`config.mk`:
```
export PLATFORM = sky130hd
export DESIGN_NAME = ir_pulse_distance_frame_receiver_core
export DESIGN_NICKNAME = d
export VERILOG_FILES = /design/src/design/irpd_pkg.sv /design/src/design/irpd_cfg_regs.sv /design/src/design/irpd_frame_engine.sv /design/src/design/ir_pulse_distance_frame_receiver_core.sv
export SDC_FILE = /design/constraint.sdc
export NUM_CORES = 1
export LEC_CHECK = 0
export ABC_AREA = 1
export ABC_CLOCK_PERIOD_IN_PS = 3600
export BUFFER_PORTS_ARGS = -buffer_cell sky130_fd_sc_hd__buf_2
export CAP_MARGIN = 30
export CORE_ASPECT_RATIO = 2
export CORE_UTILIZATION = 40
export CTS_CLUSTER_SIZE = 10
export DETAILED_ROUTE_END_ITERATION = 6
export PLACE_DENSITY = 0.61
export REMOVE_ABC_BUFFERS = 1
export SLEW_MARGIN = 10
export SYNTH_ARGS = -nofsm -noshare
export SYNTH_HDL_FRONTEND = slang
export SYNTH_SLANG_ARGS = --single-unit
```
`constraint.sdc`:
```
create_clock -name clk -period 3.6 [get_ports clk]
set_input_delay 0.18 -clock clk [delete_from_list [all_inputs] [get_ports clk]]
set_output_delay 0.18 -clock clk [all_outputs]
set_load 0.05 [all_outputs]
```
`src/design/irpd_pkg.sv`:
```
// shared types, register codes and the checksum fold of the ir frame receiver
`timescale 1ns / 1ps
package irpd_pkg;

  localparam int unsigned GapWidth   = 16;
  localparam int unsigned TimeWidth  = 32;
  localparam int unsigned WordWidth  = 32;
  localparam int unsigned CountWidth = 6;

  typedef enum logic [2:0] {
    REG_START_GAP_MIN = 3'd0,
    REG_START_GAP_MAX = 3'd1,
    REG_ONE_GAP_MIN   = 3'd2,
    REG_ONE_GAP_MAX   = 3'd3,
    REG_ZERO_GAP_MIN  = 3'd4,
    REG_ZERO_GAP_MAX  = 3'd5
  } irpd_reg_t;

  localparam logic [GapWidth-1:0] StartGapMinReset = 16'd10800;
  localparam logic [GapWidth-1:0] StartGapMaxReset = 16'd16875;
  localparam logic [GapWidth-1:0] OneGapMinReset   = 16'd1800;
  localparam logic [GapWidth-1:0] OneGapMaxReset   = 16'd2812;
  localparam logic [GapWidth-1:0] ZeroGapMinReset  = 16'd896;
  localparam logic [GapWidth-1:0] ZeroGapMaxReset  = 16'd1400;

  typedef enum logic {
    ACT_LEVEL = 1'b0,
    ACT_READ  = 1'b1
  } irpd_action_t;

  typedef struct packed {
    logic [GapWidth-1:0] start_gap_min;
    logic [GapWidth-1:0] start_gap_max;
    logic [GapWidth-1:0] one_gap_min;
    logic [GapWidth-1:0] one_gap_max;
    logic [GapWidth-1:0] zero_gap_min;
    logic [GapWidth-1:0] zero_gap_max;
  } irpd_cfg_t;

  typedef struct packed {
    irpd_action_t         action;
    logic                 line_level;
    logic [TimeWidth-1:0] time_us;
  } irpd_item_t;

  typedef struct packed {
    logic                 frame_ready;
    logic                 frame_valid;
    logic [WordWidth-1:0] frame_word;
  } irpd_result_t;

  localparam logic [WordWidth-1:0] MaskShl2 = 32'h0203_FDFC;
  localparam logic [WordWidth-1:0] MaskShl1 = 32'h01FE_01FE;
  localparam logic [WordWidth-1:0] MaskShr0 = 32'h0003_FFFF;
  localparam logic [WordWidth-1:0] MaskShr1 = 32'h0002_0000;
  localparam logic [WordWidth-1:0] MaskShr2 = 32'h0001_FC00;
  localparam logic [WordWidth-1:0] MaskShr3 = 32'h0003_FE00;
  localparam logic [WordWidth-1:0] MaskShr4 = 32'h000E_03FC;
  localparam logic [WordWidth-1:0] MaskShr5 = 32'h0003_FE02;
  localparam logic [WordWidth-1:0] CheckMask = 32'h3FC0_0000;

  function automatic logic [WordWidth-1:0] fold_checksum(input logic [WordWidth-1:0] w);
    logic [WordWidth-1:0] c;
    logic [7:0]           sum;
    c = ((w << 2) & MaskShl2) ^ ((w << 1) & MaskShl1) ^ (w & MaskShr0) ^
        ((w >> 1) & MaskShr1) ^ ((w >> 2) & MaskShr2) ^ ((w >> 3) & MaskShr3) ^
        ((w >> 4) & MaskShr4) ^ ((w >> 5) & MaskShr5);
    sum = c[7:0] ^ c[15:8] ^ c[23:16] ^ c[31:24];
    return w ^ {sum, 24'h0};
  endfunction

endpackage

```
`src/design/irpd_cfg_regs.sv`:
```
// timing window registers with their write port
`timescale 1ns / 1ps
module irpd_cfg_regs
  import irpd_pkg::*;
(
  input  logic                clk,
  input  logic                rst,
  input  logic                wr_en,
  input  logic [2:0]          wr_index,
  input  logic [GapWidth-1:0] wr_data,
  output irpd_cfg_t           cfg
);

  always_ff @(posedge clk) begin
    if (rst) begin
      cfg.start_gap_min <= StartGapMinReset;
      cfg.start_gap_max <= StartGapMaxReset;
      cfg.one_gap_min   <= OneGapMinReset;
      cfg.one_gap_max   <= OneGapMaxReset;
      cfg.zero_gap_min  <= ZeroGapMinReset;
      cfg.zero_gap_max  <= ZeroGapMaxReset;
    end else if (wr_en) begin
      unique case (wr_index)
        REG_START_GAP_MIN: cfg.start_gap_min <= wr_data;
        REG_START_GAP_MAX: cfg.start_gap_max <= wr_data;
        REG_ONE_GAP_MIN:   cfg.one_gap_min   <= wr_data;
        REG_ONE_GAP_MAX:   cfg.one_gap_max   <= wr_data;
        REG_ZERO_GAP_MIN:  cfg.zero_gap_min  <= wr_data;
        REG_ZERO_GAP_MAX:  cfg.zero_gap_max  <= wr_data;
        default: ;
      endcase
    end
  end

endmodule

```
`src/design/irpd_frame_engine.sv`:
```
// frame state and per-request decode: gap classification, bit shifting, read fold
`timescale 1ns / 1ps
module irpd_frame_engine
  import irpd_pkg::*;
#(
  parameter int unsigned BITS_PER_FRAME = 32
) (
  input  logic         clk,
  input  logic         rst,
  input  logic         take,
  input  irpd_item_t   item,
  input  irpd_cfg_t    cfg,
  output irpd_result_t result
);

  localparam logic [CountWidth-1:0] HoldCount = CountWidth'(BITS_PER_FRAME + 1);

  logic                  last_level;
  logic [TimeWidth-1:0]  last_edge_time;
  logic [WordWidth-1:0]  shift_word;
  logic [CountWidth-1:0] bit_count;
  logic                  frame_held;

  logic                  last_level_next;
  logic [TimeWidth-1:0]  last_edge_time_next;
  logic [WordWidth-1:0]  shift_word_next;
  logic [CountWidth-1:0] bit_count_next;
  logic                  frame_held_next;

  logic [TimeWidth-1:0]  gap;
  logic                  is_start;
  logic                  is_one;
  logic                  is_zero;
  logic [WordWidth-1:0]  folded;
  logic [CountWidth-1:0] count_inc;

  function automatic logic in_window(input logic [TimeWidth-1:0] v,
                                     input logic [GapWidth-1:0]  lo,
                                     input logic [GapWidth-1:0]  hi);
    return (v > TimeWidth'(lo)) && (v < TimeWidth'(hi));
  endfunction

  assign gap       = item.time_us - last_edge_time;
  assign is_start  = in_window(gap, cfg.start_gap_min, cfg.start_gap_max);
  assign is_one    = in_window(gap, cfg.one_gap_min, cfg.one_gap_max);
  assign is_zero   = in_window(gap, cfg.zero_gap_min, cfg.zero_gap_max);
  assign folded    = fold_checksum(shift_word);
  assign count_inc = bit_count + CountWidth'(1);

  always_comb begin
    last_level_next     = last_level;
    last_edge_time_next = last_edge_time;
    shift_word_next     = shift_word;
    bit_count_next      = bit_count;
    frame_held_next     = frame_held;
    result.frame_ready  = frame_held;
    result.frame_valid  = 1'b0;
    result.frame_word   = '0;
    if (item.action == ACT_READ) begin
      if (frame_held) begin
        shift_word_next = '0;
        bit_count_next  = '0;
        frame_held_next = 1'b0;
        if ((folded & CheckMask) == '0) begin
          result.frame_valid = 1'b1;
          result.frame_word  = folded;
        end
      end
    end else if (!frame_held && (item.line_level != last_level)) begin
      last_level_next = item.line_level;
      if (!item.line_level) begin
        last_edge_time_next = item.time_us;
        priority if (is_start) begin
          bit_count_next  = CountWidth'(1);
          shift_word_next = '0;
        end else if ((bit_count != '0) && (is_one || is_zero)) begin
          shift_word_next = {is_one, shift_word[WordWidth-1:1]};
          bit_count_next  = count_inc;
          frame_held_next = (count_inc == HoldCount);
        end else begin
          // gap outside the start and bit windows, or no frame started: frame state is kept
          bit_count_next = bit_count;
        end
      end
    end
  end

  always_ff @(posedge clk) begin
    if (rst) begin
      last_level     <= 1'b0;
      last_edge_time <= '0;
      shift_word     <= '0;
      bit_count      <= '0;
      frame_held     <= 1'b0;
    end else if (take) begin
      last_level     <= last_level_next;
      last_edge_time <= last_edge_time_next;
      shift_word     <= shift_word_next;
      bit_count      <= bit_count_next;
      frame_held     <= frame_held_next;
    end
  end

endmodule

```
`src/design/ir_pulse_distance_frame_receiver_core.sv`:
```
// top level of the ir pulse distance frame receiver
`timescale 1ns / 1ps
// Decodes an inverted infrared line by pulse distance from timestamped level
// change requests and hands out the held 32-bit frame on a read request. Every
// request gives exactly one result. A request is taken into an input register
// and decoded into an output register once that is free, so one request can
// be accepted in every cycle while the output does not stall; the only loop is
// the frame state update inside the decode stage. The user must write timing
// windows through the cfg port only while no request is in flight; not enforced.
module ir_pulse_distance_frame_receiver_core
  import irpd_pkg::*;
#(
  parameter int unsigned BITS_PER_FRAME = 32
) (
  input  logic        clk,
  input  logic        rst,
  input  logic        s_axis_tvalid,
  output logic        s_axis_tready,
  input  logic [39:0] s_axis_tdata,  // line_level, time_us, zero fill
  input  logic        s_axis_tuser,  // action
  output logic        m_axis_tvalid,
  input  logic        m_axis_tready,
  output logic [31:0] m_axis_tdata,  // frame_word
  output logic [1:0]  m_axis_tuser,  // frame_ready, frame_valid
  input  logic        cfg_valid,
  output logic        cfg_ready,
  input  logic [2:0]  cfg_index,
  input  logic [15:0] cfg_data
);

  irpd_cfg_t    cfg;
  irpd_item_t   in_item;
  logic         in_valid;
  irpd_result_t result;
  irpd_result_t out_result;
  logic         out_valid;
  logic         advance;
  logic         s_accept;

  assign cfg_ready = 1'b1;

  irpd_cfg_regs u_cfg_regs (
    .clk      (clk),
    .rst      (rst),
    .wr_en    (cfg_valid),
    .wr_index (cfg_index),
    .wr_data  (cfg_data),
    .cfg      (cfg)
  );

  assign advance       = in_valid && (!out_valid || m_axis_tready);
  assign s_axis_tready = !in_valid || advance;
  assign s_accept      = s_axis_tvalid && s_axis_tready;

  always_ff @(posedge clk) begin
    if (rst) begin
      in_valid <= 1'b0;
    end else if (s_accept) begin
      in_valid <= 1'b1;
    end else if (advance) begin
      in_valid <= 1'b0;
    end
  end

  always_ff @(posedge clk) begin
    if (s_accept) begin
      in_item.action     <= irpd_action_t'(s_axis_tuser);
      in_item.line_level <= s_axis_tdata[0];
      in_item.time_us    <= s_axis_tdata[32:1];
    end
  end

  irpd_frame_engine #(
    .BITS_PER_FRAME (BITS_PER_FRAME)
  ) u_frame_engine (
    .clk    (clk),
    .rst    (rst),
    .take   (advance),
    .item   (in_item),
    .cfg    (cfg),
    .result (result)
  );

  always_ff @(posedge clk) begin
    if (rst) begin
      out_valid <= 1'b0;
    end else if (advance) begin
      out_valid <= 1'b1;
    end else if (m_axis_tready) begin
      out_valid <= 1'b0;
    end
  end

  always_ff @(posedge clk) begin
    if (advance) begin
      out_result <= result;
    end
  end

  assign m_axis_tvalid = out_valid;
  assign m_axis_tdata  = out_result.frame_word;
  assign m_axis_tuser  = {out_result.frame_valid, out_result.frame_ready};

endmodule

```
==> results of run 1 <==
## power by group
group / switching, mW / internal (mW)
sequential: 0.0596 / 2.86
combinational: 1.09 / 0.767
clock: 1.10 / 1.37
## cell usage after synthesis, types with 3 or more instances
master	count	share of area (%)
o21bai_1	4	0.21
clkbuf_1	64	1.7
nand3b_1	5	0.26
xor2_1	46	2.8
edfxtp_1	68	14
o21a_1	4	0.21
a211oi_1	4	0.21
nand4_1	53	2.3
nor2_1	131	3.4
buf_6	4	0.31
buf_2	3	0.10
a21oi_1	156	5.4
nand2_1	419	11
ha_1	126	11
nor3_1	29	1.0
inv_2	8	0.21
and2_1	3	0.13
inv_1	354	9.2
nand3_1	79	2.7
dfxtp_1	170	24
buf_1	10	0.26
xnor2_1	48	2.9
o211ai_1	29	1.5
o21ai_0	118	4.1
nor2_2	5	0.22
## repair_timing
action                                 in CTS  in global routing
setup endpoints to repair                  39                 39
cloned                                      1                  1
pin swaps                                   7                 52
setup buffers                              15                  4
hold buffers                               51                  0
resized for setup                          63                108
endpoints found under the hold margin      75                  0
## logic make-up (layout without fill, tap and decap cells)
logic type | count (synthesis) | in the layout
flip-flops | 238 | 238
AND/OR/NAND/NOR | 735 | 735
other | 2 | 9
AO/OA/AOI/OAI | 324 | 324
XOR/XNOR | 94 | 94
adder cells (fa/ha/maj) | 127 | 127
buffers and inverters | 446 | 692
## registers in the layout, summed over array words and instances, names as in the netlist, 2 cells and up
signal                         count
m_axis_tdata                      32
u_frame_engine.shift_word         32
in_item                           34
u_frame_engine.bit_count           6
m_axis_tuser                       2
u_frame_engine.last_edge_time     32
u_cfg_regs.cfg                    96
## worst reg2reg max path: stages, from the launching register on
cell,delay [ns]
edfxtp_1,0.46
ha_4,0.27
buf_4,0.16
nand2_2,0.08
nand2_1,0.05
nand2_1,0.10
nand3_4,0.13
nand2_2,0.09
nand2_2,0.06
xor2_1,0.16
buf_4,0.17
ha_1,0.29
nand2_1,0.08
nor2_2,0.15
nand2_1,0.08
nor2_2,0.13
nand2_1,0.06
nand4_1,0.11
nand3_2,0.10
nand2_2,0.12
nand4_1,0.16
nand3_4,0.16
nand3_4,0.20
buf_6,0.22
nand2_2,0.05
nand2_1,0.04
nor2_1,0.13
## path summary, 6_finish.rpt
check	to	start	slack (ns)	cells past startpoint
setup / recovery	u_frame_engine.bit_count[5]	in_item[3]	-0.26	26
hold / removal	u_cfg_regs.cfg[28]	cfg_data[12]	0.03	3
setup reg to reg	u_frame_engine.bit_count[5]	in_item[3]	-0.26	26
hold reg to reg	u_frame_engine.last_edge_time[21]	u_frame_engine.last_edge_time[21]	0.46	2
## per-stage QoR
step	TNS (ns)	cell area [sq um]
finish	-8.09	18300
global route	-20.45	18300
CTS	-7.78	17900
detailed placement	-19.27	16100
global placement	-17.30	16100
floorplan	-19.83	14100
## final cells by class
cell class	instances	area [sq um]
clock buffer	39	721
clock inverter	1	20.0
fill	3444	17400
inverter	364	1370
multi-input combinational	1289	7990
sequential	238	5450
tap	450	563
timing repair buffer	288	2170
## per-layer routing
layer / share of wire, % / wire [um] / vias to the layer above / GRT usage (%)
met4: 4.7 / 1900 / 0 / 10.6
met1: 35 / 14200 / 6025 / 20.9
met2: 58 / 23500 / 234 / 46.1
li1: - / - / 6756 / -
met5: 0 / 0 / - / 0
met3: 2.5 / 1040 / 103 / 2.17
## cell usage in the layout (no fill, tap or decap), types with 4 or more instances in the layout
master / instances
nand2_1: 368
inv_1: 330
dfxtp_1: 170
a21oi_1: 151
buf_4: 130
o21ai_0: 116
nor2_1: 114
ha_1: 105
buf_2: 93
nand3_1: 74
edfxtp_1: 68
nand4_1: 53
dlygate4sd3_1: 51
xnor2_1: 48
xor2_1: 41
nand2_2: 33
inv_2: 31
o211ai_1: 29
nor3_1: 28
clkbuf_16: 28
nand2_4: 20
ha_4: 20
nor2_2: 19
clkbuf_1: 12
conb_1: 9
buf_6: 7
a21oi_2: 5
nand3_2: 5
xor2_2: 5
nand3b_1: 5
nor2_4: 4
nand3_4: 4
o21bai_1: 4
o21a_1: 4
==> flow_metrics.env, run 1 <==
export IMPL_final_core_util_pct=51.2
export IMPL_synth_adder_area_share_pct=11.0
export IMPL_max_stage_delay_ns=0.46
export IMPL_synthSimpleGateAreaFrac_pct=21.7
export IMPL_worst_setup_path_start_kind="flip-flop"
export IMPL_whs_ns=0.0274
export IMPL_leakage_nw=8.38
export IMPL_finalSetupViolCount=39
export IMPL_dp_cells=2557
export IMPL_area_growth_pct=26.4
export IMPL_slowest_stage="edfxtp_1"
export IMPL_worstMarginPinSlew_ns=0.908
export IMPL_yosys_cell_types_count=43
export IMPL_synth_seq_cells=238
export IMPL_p_total_mw=7.25
export IMPL_cp_end_kind="flip-flop"
export IMPL_crit_buf_inv=3
export IMPL_core_area_sq_um=35700
export IMPL_synth_compound_area_share_pct=12.1
export IMPL_synthMuxAreaShare_pct=0
export IMPL_final_cells=2669
export IMPL_p_per_area_nw_per_um2=396
export IMPL_cts_buffer_depth=3
export IMPL_yosys_warnings=0
export IMPL_cts_root_buf="clkbuf_16"
export IMPL_drt_wirelength_per_cell_um=15.2
export IMPL_via_per_inst=4.91
export IMPL_skew_ns=0.0126
export IMPL_drc=0
export IMPL_cap_violations=0
export IMPL_netlist_area_sq_um=14500
export IMPL_period_share_pct=107
export IMPL_clock_latency_ns=0.57
export IMPL_finalNetCount=2400
export IMPL_cts_tree="yes"
export IMPL_die_area_sq_um=37000
export IMPL_violations="negative setup slack"
export IMPL_synthArstFlopShare_pct=0
export IMPL_hold_viol_final=0
export IMPL_hold_class="in2reg"
export IMPL_drt_iter0_markers=493
export IMPL_status="complete, but fails checks"
export IMPL_totalWireLength_um=40700
export IMPL_grt_max_degree=94
export IMPL_first_global_vias=13010
export IMPL_crit_required_ns=4.10
export IMPL_crit_type="reg2reg"
export IMPL_diodes=0
export IMPL_numCtsBuffers=27
export IMPL_antenna_left=0
export IMPL_io_pins=102
export IMPL_syn_inst=1966
export IMPL_drt_pass1_iterations=4
export IMPL_place_ws_ns=-0.527
export IMPL_syn_avg_cell_area_sq_um=7.35
export IMPL_drive_above_1_share_pct=18.9
export IMPL_fmax_ghz=0.259
export IMPL_synth_edf_count=68
export IMPL_worstPathMaxFanout=8
export IMPL_synth_top_family_by_area="simple AND/OR/NAND/NOR gates"
export IMPL_grt_pass1_wl_um=64900
export IMPL_die_x_um=136
export IMPL_crit_family="simple AND/OR/NAND/NOR gates"
export IMPL_ys_flop_type="dfxtp_1"
export IMPL_crit_path_frequent_cell="nand2_1"
export IMPL_initial_utilization_pct=40.5
export IMPL_yosysSeqAreaShare_pct=37.7
export IMPL_drv_slew=0
export IMPL_grt_antenna_before_repair=0
export IMPL_synth_xor_area_share_pct=5.69
export IMPL_finalCriticalPeriod_ns=3.86
export IMPL_die_y_um=271
export IMPL_critPathArrivalTime_ns=4.36
export IMPL_relSlewSlack_pct=39.5
export IMPL_routed_via_count=13118
export IMPL_post_dp_hpwl_um=30600
export IMPL_grt_remaining_overflow=0
export IMPL_gp_congestion=0.924
export IMPL_rsz0062_at_grt="yes"
export IMPL_peakVddDrop_mv=0.459
export IMPL_worst_slack_ns=-0.263
export IMPL_num_rows=98
export IMPL_h_tree_depth=1
export IMPL_portBuffers=93
export IMPL_clk_pin_slew_ns=0.06
export IMPL_clock_sinks=238
export IMPL_grtUsageTotal_pct=22.4
Power figures use the tool's default switching activity.
==> inputs of run 2 (changes only) <==
--- a/config.mk
+++ b/config.mk
@@ -9,11 +9,13 @@
 export ABC_CLOCK_PERIOD_IN_PS = 3600
 export BUFFER_PORTS_ARGS = -buffer_cell sky130_fd_sc_hd__buf_2
 export CAP_MARGIN = 30
+export CELL_PAD_IN_SITES_DETAIL_PLACEMENT = 1
+export CELL_PAD_IN_SITES_GLOBAL_PLACEMENT = 2
 export CORE_ASPECT_RATIO = 2
-export CORE_UTILIZATION = 40
+export CORE_UTILIZATION = 32
 export CTS_CLUSTER_SIZE = 10
 export DETAILED_ROUTE_END_ITERATION = 6
-export PLACE_DENSITY = 0.61
+export PLACE_DENSITY = 0.86
 export REMOVE_ABC_BUFFERS = 1
 export SLEW_MARGIN = 10
 export SYNTH_ARGS = -nofsm -noshare
==> flow_metrics.env, run 2 (synthesis gave the netlist of run 1 again) <==
export IMPL_fin_setup_tns_ns=-8.98
export IMPL_grt_pass1_wl_um=79600
export IMPL_status="complete, but fails checks"
export IMPL_drv_slew=0
export IMPL_initial_utilization_pct=32.6
export IMPL_clk_pin_slew_ns=0.06
export IMPL_die_area_sq_um=46100
export IMPL_whs_ns=0.0143
export IMPL_rrSetupSlack_ns=-0.29
export IMPL_diodes=0
export IMPL_antenna_left=0
export IMPL_worstPathMaxFanout=9
export IMPL_finalSetupViolCount=39
export IMPL_min_delay_start="cfg_data[13]"
export IMPL_grt_max_degree=101
export IMPL_routed_via_count=14159
export IMPL_drt_wirelength_per_cell_um=18.4
export IMPL_skew_ns=0.0187
export IMPL_worst_slack_ns=-0.294
export IMPL_cap_violations=0
export IMPL_drt_pass1_iterations=7
export IMPL_die_x_um=152
export IMPL_h_tree_depth=1
export IMPL_totalWireLength_um=52000
export IMPL_numCtsBuffers=28
export IMPL_slowest_stage="edfxtp_1"
export IMPL_crit_buf_inv=5
export IMPL_p_sw_mw=2.57
export IMPL_die_y_um=303
export IMPL_leakage_nw=8.82
export IMPL_comb_power_share_pct=29.1
export IMPL_final_common_cell="nand2_1"
export IMPL_hold_class="in2reg"
export IMPL_cp_startpoint="in_item[6]"
export IMPL_gp_congestion=0.907
export IMPL_drc=9
export IMPL_via_per_inst=5.01
export IMPL_violations="design-rule violations, negative setup slack"
export IMPL_crit_type="reg2reg"
export IMPL_r2r_start="in_item[6]"
export IMPL_worstMarginPinSlew_ns=0.865
export IMPL_seqPwrFrac_pct=36.8
export IMPL_internal_power_mw=5.38
export IMPL_drive_above_1_share_pct=23.6
export IMPL_crit_family="simple AND/OR/NAND/NOR gates"
export IMPL_num_rows=109
export IMPL_clock_power_share_pct=34.1
export IMPL_peakVddDrop_mv=0.348
export IMPL_largest_register_ffs=96
export IMPL_regMostFlops="u_cfg_regs.cfg"
export IMPL_io_pins=102
export IMPL_cp_end_kind="flip-flop"
export IMPL_grtUsageTotal_pct=22.2
export IMPL_crit_required_ns=4.07
export IMPL_period_share_pct=108
export IMPL_finalCriticalPeriod_ns=3.89
export IMPL_grt_remaining_overflow=0
export IMPL_post_dp_hpwl_um=37500
export IMPL_grt_antenna_before_repair=0
export IMPL_final_area_sq_um=19700
export IMPL_hold_viol_final=0
export IMPL_max_stage_delay_ns=0.47
export IMPL_critPathArrivalTime_ns=4.36
export IMPL_cts_root_buf="clkbuf_16"
export IMPL_p_per_area_nw_per_um2=404
export IMPL_fmax_ghz=0.257
export IMPL_rsz0062_at_grt="yes"
export IMPL_relSlewSlack_pct=42.3
export IMPL_worst_setup_path_start_kind="flip-flop"
export IMPL_finalNetCount=2444
export IMPL_core_area_sq_um=44300
export IMPL_cts_buffer_depth=3
export IMPL_p_sw_share_pct=32.4
export IMPL_dpl_cell_area_sq_um=16400
export IMPL_first_global_vias=15126
export IMPL_drt_iter0_markers=395
export IMPL_cts_tree="yes"
export IMPL_portBuffers=93
export IMPL_final_cell_mix="348 x nand2_1, 331 x inv_1, 170 x dfxtp_1"
export IMPL_top_regs="u_cfg_regs.cfg: 96 flops, in_item: 34 flops"
export IMPL_clock_sinks=238
export IMPL_clock_latency_ns=0.58
export IMPL_area_growth_pct=36.1
[run 2: cell count changes in the layout (fill, tap and decap cells not counted), moves of 6 or more]
cell	previous run	this run
nand2_1	368	348
nor2_1	114	101
nor2_4	4	12
o21ai_1	3	9
nand2_4	20	31
buf_6	7	27
nand2_2	33	40
o21ai_0	116	109
buf_4	130	146
ha_4	20	42
ha_1	105	84
[run 2: area by class of cell]
type | count | area (sq um)
repair buffers | 331 | 2670
clock buffers | 45 | 785
well taps | 555 | 694
multi-input cells | 1289 | 8670
flip-flops and latches | 238 | 5450
inverters | 364 | 1370
fillers | 5324 | 24600
clock inverters | 2 | 46.3
[run 2: worst paths after layout]
| path | depth (start not counted) | end |
|---|---|---|
| max | 26 | u_frame_engine.shift_word[18] |
| min | 3 | u_cfg_regs.cfg[93] |
| max reg2reg | 26 | u_frame_engine.shift_word[18] |
| min reg2reg | 2 | u_frame_engine.last_edge_time[27] |
[run 2: power groups by stage]
stage               Clock, mW  Sequential, mW  Combinational (mW)
floorplan                   0            3.02               0.986
CTS                      2.80            2.92                2.11
finish                   2.71            2.92                2.31
global placement            0            2.97                1.71
detailed placement          0            2.98                1.79
global route             2.89            2.93                2.52
[run 2: metal layers]
layer  vias up  GRT usage [%]  part of all wire, %
li1       6852              -                    -
met1      6869           18.8                   32
met2       275           47.1                   57
met3       163           2.54                  2.9
met4         0           15.5                  7.4
met5         -              0                    0
[run 2: per-stage QoR]
step | util, % | total power, mW | setup WS, ns | instances
after floorplan | - | 4.00 | -0.584 | 1891
after global placement | 37.0 | 4.69 | -0.654 | 2680
after detailed placement | 37.0 | 4.77 | -0.846 | 2680
after CTS | 43.0 | 7.83 | -0.227 | 2810
after global routing | 44.4 | 8.34 | -0.446 | 2824
final | 44.4 | 7.95 | -0.294 | 2824
[run 2: what timing repair did]
item / 4_1_cts / 5_1_grt
endpoints found under the hold margin: 90 / 0
gates cloned: 4 / 1
setup endpoints to repair: 39 / 39
resized for setup: 200 / 113
pin swaps: 74 / 85
hold buffers: 51 / 0
setup buffers: 31 / 15
[run 2: tightest hold or removal path: stages]
cell	delay, ns
buf_2	0.19
nand2_1	0.08
o211ai_1	0.09
==> inputs of run 3 (changes only) <==
--- a/config.mk
+++ b/config.mk
@@ -6,16 +6,16 @@
 export NUM_CORES = 1
 export LEC_CHECK = 0
 export ABC_AREA = 1
-export ABC_CLOCK_PERIOD_IN_PS = 3600
+export ABC_CLOCK_PERIOD_IN_PS = 4620
 export BUFFER_PORTS_ARGS = -buffer_cell sky130_fd_sc_hd__buf_2
 export CAP_MARGIN = 30
 export CELL_PAD_IN_SITES_DETAIL_PLACEMENT = 1
 export CELL_PAD_IN_SITES_GLOBAL_PLACEMENT = 2
 export CORE_ASPECT_RATIO = 2
-export CORE_UTILIZATION = 32
+export CORE_UTILIZATION = 38
 export CTS_CLUSTER_SIZE = 10
 export DETAILED_ROUTE_END_ITERATION = 6
-export PLACE_DENSITY = 0.86
+export PLACE_DENSITY = 0.95
 export REMOVE_ABC_BUFFERS = 1
 export SLEW_MARGIN = 10
 export SYNTH_ARGS = -nofsm -noshare
==> constraint.sdc (replaced) <==
create_clock -name clk -period 4.62 [get_ports clk]
set_input_delay 0.231 -clock clk [delete_from_list [all_inputs] [get_ports clk]]
set_output_delay 0.231 -clock clk [all_outputs]
set_load 0.05 [all_outputs]
==> flow_metrics.env, run 3 (synthesis gave the netlist of run 1 again) <==
export IMPL_status="completed"
export IMPL_largest_register_ffs=96
export IMPL_period_share_pct=93.5
export IMPL_crit_buf_inv=6
export IMPL_wl_met3_um=1140
export IMPL_clock_latency_ns=0.56
export IMPL_hold_class="in2reg"
export IMPL_post_cts_setup_buffer_count=0
export IMPL_antenna_left=0
export IMPL_via_per_inst=5.14
export IMPL_cts_tree="yes"
export IMPL_io_pins=102
export IMPL_die_y_um=278
export IMPL_finalNetCount=2280
export IMPL_die_area_sq_um=38900
export IMPL_regMostFlops="u_cfg_regs.cfg"
export IMPL_slowest_stage="edfxtp_1"
export IMPL_rr_worst_depth=27
export IMPL_crit_path_frequent_cell="nand2_1"
export IMPL_cp_end_kind="flip-flop"
export IMPL_cts_buffer_depth=3
export IMPL_drv_slew=0
export IMPL_routed_via_count=13169
export IMPL_worstMarginPinSlew_ns=0.957
export IMPL_first_global_vias=14239
export IMPL_p_per_area_nw_per_um2=332
export IMPL_finalSetupViolCount=0
export IMPL_fmax_ghz=0.231
export IMPL_max_stage_delay_ns=0.42
export IMPL_rsz0062_at_grt="no"
export IMPL_clock_sinks=238
export IMPL_reg2reg_to="u_frame_engine.shift_word[7]"
export IMPL_peakVddDrop_mv=0.291
export IMPL_rrSetupSlack_ns=0.30
export IMPL_top_regs="u_cfg_regs.cfg: 96 flops, in_item: 34 flops"
export IMPL_grt_antenna_before_repair=0
export IMPL_totalWireLength_um=43300
export IMPL_holdPathEnd="u_cfg_regs.cfg[93]"
export IMPL_wl_met1_um=15000
export IMPL_num_rows=100
export IMPL_crit_required_ns=5.11
export IMPL_wl_met2_um=24900
export IMPL_drt_wirelength_per_cell_um=16.9
export IMPL_drive_above_1_share_pct=8.94
export IMPL_drt_pass1_iterations=4
export IMPL_min_delay_start="cfg_data[13]"
export IMPL_p_total_mw=5.54
export IMPL_area_growth_pct=15.5
export IMPL_r2r_start="in_item[2]"
export IMPL_final_cell_mix="419 x nand2_1, 352 x inv_1, 170 x dfxtp_1"
export IMPL_min_path_cells=3
export IMPL_finalCriticalPeriod_ns=4.32
export IMPL_numCtsBuffers=28
export IMPL_critPathArrivalTime_ns=4.81
export IMPL_num_fill_cells=4657
export IMPL_relSlewSlack_pct=36.2
export IMPL_skew_ns=0.0125
export IMPL_cts_root_buf="clkbuf_16"
export IMPL_die_x_um=140
export IMPL_gp_congestion=0.854
export IMPL_cap_violations=0
export IMPL_fin_setup_tns_ns=0
export IMPL_grt_pass1_wl_um=70200
export IMPL_portBuffers=93
export IMPL_drt_iter0_markers=461
export IMPL_drc=0
export IMPL_crit_family="simple AND/OR/NAND/NOR gates"
export IMPL_crit_type="reg2reg"
export IMPL_final_common_cell="nand2_1"
export IMPL_initial_utilization_pct=38.6
export IMPL_grt_remaining_overflow=0
export IMPL_grtUsageTotal_pct=22.8
export IMPL_leakage_nw=7.76
export IMPL_worst_setup_path_start_kind="flip-flop"
export IMPL_hold_viol_final=0
export IMPL_post_dp_hpwl_um=33100
export IMPL_diodes=0
export IMPL_grt_max_degree=87
export IMPL_core_area_sq_um=37400
export IMPL_highest_layer="met4"
export IMPL_worstPathMaxFanout=14
export IMPL_clk_pin_slew_ns=0.06
export IMPL_h_tree_depth=1
## run 3: layout make-up
type                    count  area (sq um)  area share (%)
clock buffers              43           777            4.65
clock inverters             2          25.0           0.150
inverters                 364          1370            8.21
multi-input cells        1289          7350            44.0
flip-flops and latches    238          5450            32.6
well taps                 459           574            3.44
repair buffers            167          1150            6.92
## run 3: routing by layer
layer / track usage, % / up-vias
met2: 47.8 / 240
met5: 0 / -
met4: 12.1 / 0
li1: - / 6519
met3: 2.26 / 115
met1: 20.5 / 6295
## run 3: worst register-to-register path, stage by stage, from the launching register on
cell and delay [ns]:
edfxtp_1 0.42, ha_1 0.36, nand2_1 0.08, nand2_1 0.07, inv_2 0.06, nand2_2 0.05
buf_4 0.14, nand2_1 0.05, nand2_1 0.09, nand2_1 0.07, nand2_1 0.17, xor2_1 0.20
buf_4 0.18, ha_1 0.31, nand2_1 0.08, inv_1 0.05, o21ai_0 0.17, nand2_1 0.09
nor3_1 0.18, o21ai_0 0.17, nor2_1 0.31, nand3_4 0.11, nand3_2 0.12, nand3_4 0.22
buf_4 0.28, nand2_1 0.07, inv_1 0.04, nor2_1 0.10
## run 3: power by group
| group | leakage, nW | switching (mW) | internal [mW] |
|---|---|---|---|
| combinational | 5.34 | 0.810 | 0.447 |
| clock | 0.386 | 0.865 | 1.14 |
| sequential | 2.04 | 0.0457 | 2.23 |
| total | 7.76 | 1.72 | 3.82 |
## run 3: metrics by stage
step	area, sq um	std cells	utilization (%)	hold WS [ns]	worst slack (ns)
floorplan	14100	1891	-	0.300	0.436
global placement	15500	2477	41.3	0.408	0.163
detailed placement	15500	2480	41.5	0.409	0.0165
CTS	16700	2561	44.6	0.00837	0.137
global route	16700	2562	44.6	0.0260	0.0197
finish	16700	2562	44.6	0.0231	0.300
## run 3: how the worst max path moves through the flow
| stage | start | end | slack [ns] | cells after the start |
|---|---|---|---|---|
| floorplan | in_item[0] | u_frame_engine.bit_count[4] | 0.44 | 23 |
| global placement | in_item[12] | u_frame_engine.shift_word[9] | 0.16 | 24 |
| detailed placement | in_item[6] | u_frame_engine.bit_count[0] | 0.02 | 22 |
| CTS | in_item[2] | u_frame_engine.shift_word[7] | 0.14 | 26 |
| global route | in_item[14] | u_frame_engine.shift_word[1] | 0.02 | 25 |
| finish | in_item[2] | u_frame_engine.shift_word[7] | 0.30 | 27 |
## run 3: repair_timing
action                                 CTS  global route
setup endpoints to repair                2            22
hold buffers                            36             0
endpoints found under the hold margin   36             0
resized for setup                        2             1
